===== config.mk =====
export PLATFORM = sky130hd
export DESIGN_NAME = ost_cell
export DESIGN_NICKNAME = d
export VERILOG_FILES = /design/src/hw/rtl/ost_pkg.sv /design/src/hw/rtl/ost_cell.sv
export SDC_FILE = /design/constraint.sdc
export NUM_CORES = 1
export LEC_CHECK = 0
export BUFFER_PORTS_ARGS = -buffer_cell sky130_fd_sc_hd__clkbuf_2
export CORE_MARGIN = 5
export CORE_UTILIZATION = 45
export DETAILED_ROUTE_END_ITERATION = 6
export PLACE_DENSITY_LB_ADDON = 0.2
export SLEW_MARGIN = 20
export SYNTH_ARGS = -nofsm -noshare
export SYNTH_HDL_FRONTEND = slang
export SYNTH_SLANG_ARGS = --single-unit
export TNS_END_PERCENT = 50

===== constraint.sdc =====
create_clock -name i_clk -period 4.3 [get_ports i_clk]
set_input_delay 0.215 -clock i_clk [delete_from_list [all_inputs] [get_ports i_clk]]
set_output_delay 0.215 -clock i_clk [all_outputs]
set_load 0.1 [all_outputs]

===== src/hw/rtl/ost_pkg.sv =====
package ost_pkg;

    localparam int CAPACITY_DEF   = 64;
    localparam int VALUE_BITS_DEF = 32;

    localparam int FUNC_W  = 3;
    localparam int POS_W   = 7;
    localparam int DATA_W  = 32;
    localparam int STAT_W  = 2;
    localparam int COUNT_W = 7;

    typedef enum logic [FUNC_W-1:0] {
        FN_INSERT_AT     = 3'd0,
        FN_INSERT_SORTED = 3'd1,
        FN_ERASE_AT      = 3'd2,
        FN_REMOVE_ALL    = 3'd3,
        FN_GET           = 3'd4,
        FN_SET           = 3'd5,
        FN_FIND          = 3'd6,
        FN_NOP           = 3'd7
    } t_func;

    typedef enum logic [STAT_W-1:0] {
        ST_OK        = 2'd0,
        ST_BAD_POS   = 2'd1,
        ST_FULL      = 2'd2,
        ST_NOT_FOUND = 2'd3
    } t_status;

    typedef enum logic [2:0] {
        OP_NONE,
        OP_WRITE,
        OP_SHIFT_UP,
        OP_SHIFT_DOWN,
        OP_MARK_VAL,
        OP_MARK_POS
    } t_cell_op;

    typedef struct packed {
        logic dead;
        logic hit;
        logic ge;
    } t_cell_flags;

endpackage


===== src/hw/rtl/ost_cell.sv =====
module ost_cell import ost_pkg::*; #(
    parameter int INDEX      = 0,
    parameter int CW         = 7,
    parameter int VALUE_BITS = VALUE_BITS_DEF
) (
    input  logic                  i_clk,
    input  logic                  i_rst_n,
    input  t_cell_op              i_op,
    input  logic [CW-1:0]         i_k,
    input  logic [CW-1:0]         i_count,
    input  logic [VALUE_BITS-1:0] i_value,
    input  logic [VALUE_BITS-1:0] i_left_value,
    input  logic [VALUE_BITS-1:0] i_right_value,
    input  logic                  i_right_dead,
    output logic [VALUE_BITS-1:0] o_value,
    output t_cell_flags           o_flags
);

    localparam logic [CW-1:0] MY_INDEX = CW'(INDEX);

    logic [VALUE_BITS-1:0] r_value;
    logic [VALUE_BITS-1:0] n_value;
    logic                  r_dead;
    logic                  n_dead;
    logic                  w_valid;
    logic                  w_at_k;
    logic                  w_above_k;
    logic                  w_hit;
    logic                  w_ge;

    assign w_valid   = MY_INDEX < i_count;
    assign w_at_k    = MY_INDEX == i_k;
    assign w_above_k = MY_INDEX > i_k;
    assign w_hit     = w_valid && (r_value == i_value);
    assign w_ge      = w_valid && !($signed(r_value) < $signed(i_value));

    always_comb begin
        n_value = r_value;
        n_dead  = r_dead;
        case (i_op)
            OP_WRITE: begin
                if (w_at_k) begin
                    n_value = i_value;
                end
            end
            OP_SHIFT_UP: begin
                if (w_above_k) begin
                    n_value = i_left_value;
                end else if (w_at_k) begin
                    n_value = i_value;
                end
            end
            OP_SHIFT_DOWN: begin
                if (w_at_k || w_above_k) begin
                    n_value = i_right_value;
                    n_dead  = i_right_dead;
                end
            end
            OP_MARK_VAL: n_dead = w_hit;
            OP_MARK_POS: n_dead = w_valid && w_at_k;
            default: ;
        endcase
    end

    always_ff @(posedge i_clk) begin
        r_value <= n_value;
        if (!i_rst_n) begin
            r_dead <= 1'b0;
        end else begin
            r_dead <= n_dead;
        end
    end

    assign o_value = r_value;
    assign o_flags = '{dead: r_dead, hit: w_hit, ge: w_ge};

endmodule


Yosys cells after proc, flatten, opt, wreduce, memory -nomap -nowiden

Index checks and enable logic that the tools add are counted.

Register bits: 33

Multiplexer cells: 6
Equal/unequal tests: 7
Order comparisons: 3
Reductions and logical operators: 10

Operators by type and width:

| cell                                                       | number |
|---|---|
| two-way mux 32 bit                                         | 3 |
| one-hot mux 32 bit (3 select lines)                        | 1 |
| == test 32 bit                                             | 1 |
| less-than comparator 32 bit                                | 1 |
| > comparator 1 x 7 -> 1 bit (first input constant)         | 1 |
| zero test 7 bit                                            | 1 |
| less-than comparator 1 x 7 -> 1 bit (first input constant) | 1 |
| == test 3 x 2 -> 1 bit (second input constant)             | 2 |
| == test 3 bit (second input constant)                      | 2 |
| nonzero test 3 bit                                         | 2 |
| AND reduction 2 bit                                        | 2 |
| == test 3 x 1 -> 1 bit (second input constant)             | 1 |
| logical AND 1 bit                                          | 3 |
| one-hot mux 1 bit (3 select lines)                         | 1 |
| inequality test 2 bit (second input constant)              | 1 |
| zero test 1 bit                                            | 1 |
| logical OR 1 bit                                           | 1 |
| two-way mux 1 bit                                          | 1 |

Logic depth before layout (Yosys ltp)

Depth after elaboration: 4
Mapped depth: 8
Gate-level depth less buffers: 7

Worst setup path after synthesis

OpenSTA, ideal clock, no wires.

Kind: input-to-reg
From: in i_k[5]
To: reg r_value[0] (netlist: o_value[0]), enable pin
Buffers on the path: 2
Slack: 1.187 ns
Library setup time: 0.441 ns
Arrival time: 2.671 ns
Required time: 3.859 ns
Cell stages on the path: 5
Cells stage by stage: nor4_2 nand2_1 buf_2 clkbuf_1 a31oi_1

Cells in the longest elaborated chain, start to end: 4

RTL lines:

| item                                                                  | line                           | text |
|---|---|---|
| from (decl)                                                           | ost_cell.sv:9                  | `input logic [CW-1:0] i_k,` |
| > comparator 1 x 7 -> 1 bit / zero test 7 bit (equally long branches) | ost_cell.sv:33, ost_cell.sv:32 |  |
| logical OR 1 bit *                                                    | ost_cell.sv:54                 | `if (w_at_k \|\| w_above_k) begin` |
| inequality test 2 bit (no source line) *                              | n/a                            |  |
| AND reduction 2 bit (no source line) *                                | n/a                            |  |
| to (signal assigned)                                                  | ost_cell.sv:66                 | `r_value <= n_value;` |
| to (decl)                                                             | ost_cell.sv:21                 | `logic [VALUE_BITS-1:0] r_value;` |

Mark *: on every way between the ends. The rest lies on a longest branch, timed or not.
A chain may end at the register's enable or synchronous reset.

==> summary by stage <==
Timing
The final setup skew is 0.00145 ns. The number of hold-slack violations in the final timing report is 0. Adding up every negative setup slack in the final design gives 0 ns. Headroom to the max-slew limit came out at 54.1%. The max-slew violation count is 0. The final hold slack is 0.174 ns.

For the finished layout, the period the worst path requires is 2.76 ns. Setup repair after global routing left no endpoint under its margin. The number of failing setup endpoints in the final timing report is 0. In the finished design, the share of the clock period the worst path needs comes to 64.1%. The maximum frequency from static timing analysis is 363 MHz. The slew at the pin closest to its max-slew limit is 0.687 ns.

Setup path
The largest single stage delay on the critical path is 0.48 ns. Grouping stages by cell kind, the critical path spends the most delay in simple AND/OR/NAND/NOR gates. Data on the critical path is required at its endpoint by 4.09 ns.

The cell type with the highest occurrence count on the critical path is sky130_fd_sc_hd__a21boi_1. The critical path goes through ha_1 > nand4_1 > nor4_2 > a21boi_1 > o31ai_1 > a21boi_1 > clkbuf_2. The number of buffers and inverters on the critical path is 1. The worst-path cell with the longest stage delay is sky130_fd_sc_hd__clkbuf_2. In this run the worst path has a maximum fanout of 3. STA puts the critical path data arrival time at 2.54 ns.

The startpoint type of the worst setup path is a register. The worst setup path is captured at an output pin. The start-to-end type of the worst setup path is reg -> out.

Place
The count of buffers added on input and output ports is 118. The congestion estimate from routability-driven global placement came to 0.768. The detailed placer's ending HPWL is 5000 um.

Global route
The number of antenna violations at the first check in global routing is 0. The via count of the first global-routing pass is 2420. The global-route wire length before repair is 10500 um. The overall global routing resource usage is 17.3%. The global route total overflow is 0. Entering global routing, the biggest net connects 67 pins.

Clock network
The H-tree generated during clock tree synthesis spans 2 levels. The total number of clock tree sinks is 33. At the later pin of the worst-skew pair, clock insertion delay measures 0.28 ns. The clock-pin slew of the registers on the worst-case setup and hold paths is 0.07 ns. The number of setup buffers added after CTS is 0. The root buffer cell is sky130_fd_sc_hd__clkbuf_8. In this run, post-CTS hold repair placed 0 buffers. The post-cts sizing count is 0. The clock passes through at most 2 buffers. The TritonCTS clock tree is built. The number of buffers added by the clock tree synthesis step is 5.

Synth
Counting every net in the synthesized netlist gives 457. The synthesized area per cell is 8.41 um2. The synthesized cell area is 2600 um2.

The register area share after synthesis is 37.7%. In this run, distinct cell masters in the synthesized netlist total 35. Synthesis produced 309 cells. In this run, synthesis inferred 32 flip-flops with an integrated enable. The async set-reset flop share out of synthesis is 0%.

The number of storage elements in the synthesis netlist is 33. The total number of yosys warnings is 0. The most used flip-flop cell after synthesis is sky130_fd_sc_hd__edfxtp_1.

Die
The placeable core area is 5570 um2. During I/O placement, the number of pins put on the boundary was 151. From left edge to right edge, the die measures 86.0 um. The height of the chip is 86.0 um.

The full die area is 7400 um2. The starting utilization of the core area is 46.6%. Row generation in the floorplan step produced 27 rows.

Drt
The iteration-0 DRC count of the detailed router is 89. The first detailed-routing pass ran for 4 iterations. The routed via count divided by cell count is 5.03. The DRC violation count after routing is 0.

The detail route stage leaves a number of antenna-violating nets equal to 0. The total vias in the final route is 2481. Dividing the detail-routed wire length by the instance count gives 13.0 um. Wires add up to 6430 um.

Final layout
From synthesis to final layout, the design area changed by 28.8%. The final net count is 568. The number of diodes added for antenna fixing is 0. The share of final-layout standard cells stronger than drive strength 1 is 32.3%. The number of fill cells in the layout is 545.

Run status
The run finished with clean final reports.

Job
The max-capacitance violation count is 0.

Power
The peak ir drop on the vdd network is 0.185 mV. Summed over all cells, the static leakage comes to 1.68 nW. For this design the ratio of total power to cell area is 302 nW/um2.

Hold path
The class of the tightest hold or removal check is in -> reg.
-- Yosys cell counts (2+ instances only) --
cell,instances,area [um2]
sky130_fd_sc_hd__nand4_1,4,25.0
sky130_fd_sc_hd__a221o_1,2,20.0
sky130_fd_sc_hd__nor3_1,4,20.0
sky130_fd_sc_hd__buf_2,2,10.0
sky130_fd_sc_hd__o211ai_1,2,15.0
sky130_fd_sc_hd__edfxtp_1,32,961
sky130_fd_sc_hd__nand4_4,2,42.5
sky130_fd_sc_hd__a21oi_1,77,385
sky130_fd_sc_hd__nand3_1,3,15.0
sky130_fd_sc_hd__nor2_1,68,255
sky130_fd_sc_hd__o21ai_0,4,20.0
sky130_fd_sc_hd__clkbuf_1,12,45.0
sky130_fd_sc_hd__a21o_1,2,15.0
sky130_fd_sc_hd__nand2_1,7,26.3
sky130_fd_sc_hd__ha_1,32,400
sky130_fd_sc_hd__a21boi_1,2,15.0
sky130_fd_sc_hd__buf_4,3,22.5
sky130_fd_sc_hd__inv_1,33,124
sky130_fd_sc_hd__nor4_2,2,25.0
-- layout by cell type, fill, tap and decap left out, drive strengths merged, types with 2 or more instances in the layout --
master and instances:
nor4 4, nor2 68, nand3 3, o21ai 4
nor3 4, a21o 2, o211ai 2, clkbuf 124
ha 32, nand2 7, nand4 7, a21boi 2
a221o 2, buf 3, inv 33, a21oi 77
edfxtp 32
-- worst register-to-register path: stages, from the launching register on --
cell and delay, ns:
sky130_fd_sc_hd__edfxtp_1 0.43, sky130_fd_sc_hd__ha_1 0.34, sky130_fd_sc_hd__nand4_1 0.19, sky130_fd_sc_hd__nor4_2 0.40
sky130_fd_sc_hd__and3_1 0.23, sky130_fd_sc_hd__nor3b_2 0.17, sky130_fd_sc_hd__o221a_1 0.19
-- area by class of cell --
class	count	area, um2	area share, %
clock buffer	6	72.6	2.17
timing repair buffer	121	613	18.3
sequential	33	981	29.3
multi-input combinational	226	1430	42.8
tap	72	90.1	2.69
inverter	33	124	3.70
clock inverter	2	33.8	1.01
-- sequential cells by signal, summed over array words and instances, names as in the netlist --
| register | cells |
|---|---|
| o_value | 32 |
| r_dead | 1 |
-- metrics by stage --
| step | cells | cell area, um2 | total power, mW | setup slack [ns] | utilization, % |
|---|---|---|---|---|---|
| floorplan | 309 | 2600 | 0.649 | 1.19 | - |
| global placement | 485 | 3240 | 0.726 | 1.85 | 58.2 |
| detailed placement | 485 | 3240 | 0.730 | 1.83 | 58.2 |
| CTS | 493 | 3350 | 1.02 | 1.51 | 60.1 |
| global route | 493 | 3350 | 1.06 | 1.40 | 60.1 |
| finish | 493 | 3350 | 1.01 | 1.54 | 60.1 |
-- where the power goes --
group | internal [mW] | total [mW] | leakage [nW] | switching (mW)
clock | 0.171 | 0.289 | 0.0528 | 0.118
combinational | 0.0914 | 0.328 | 1.32 | 0.237
sequential | 0.379 | 0.393 | 0.308 | 0.0142
total | 0.642 | 1.01 | 1.68 | 0.369
-- layer usage --
metal,GRT usage (%),part of all wire (%)
met4,3.88,0.82
met1,21.8,45
met3,4.90,8.8
met5,0,0
met2,29.3,45
-- cell families (layout without fill, tap and decap cells) --
logic type               count (synthesis)  count (layout)  share of synthesized area (%)
adder cells (fa/ha/maj)                 32              32                           15.4
flip-flops                              33              33                           37.7
AND/OR/NAND/NOR                         98              98                           18.8
multiplexers                             1               1                          0.385
AO/OA/AOI/OAI                           95              95                           19.9
buffers and inverters                   50             162                           7.75
-- worst paths after layout --
check	from	endpoint	slack, ns	cells past startpoint
setup / recovery	o_value[14]	o_flags[0]	1.54	7
hold / removal	i_rst_n	r_dead	0.17	2
setup reg to reg	o_value[14]	r_dead	2.32	6
hold reg to reg	r_dead	r_dead	0.55	1
Note: power is estimated with default switching activity, not from simulation.
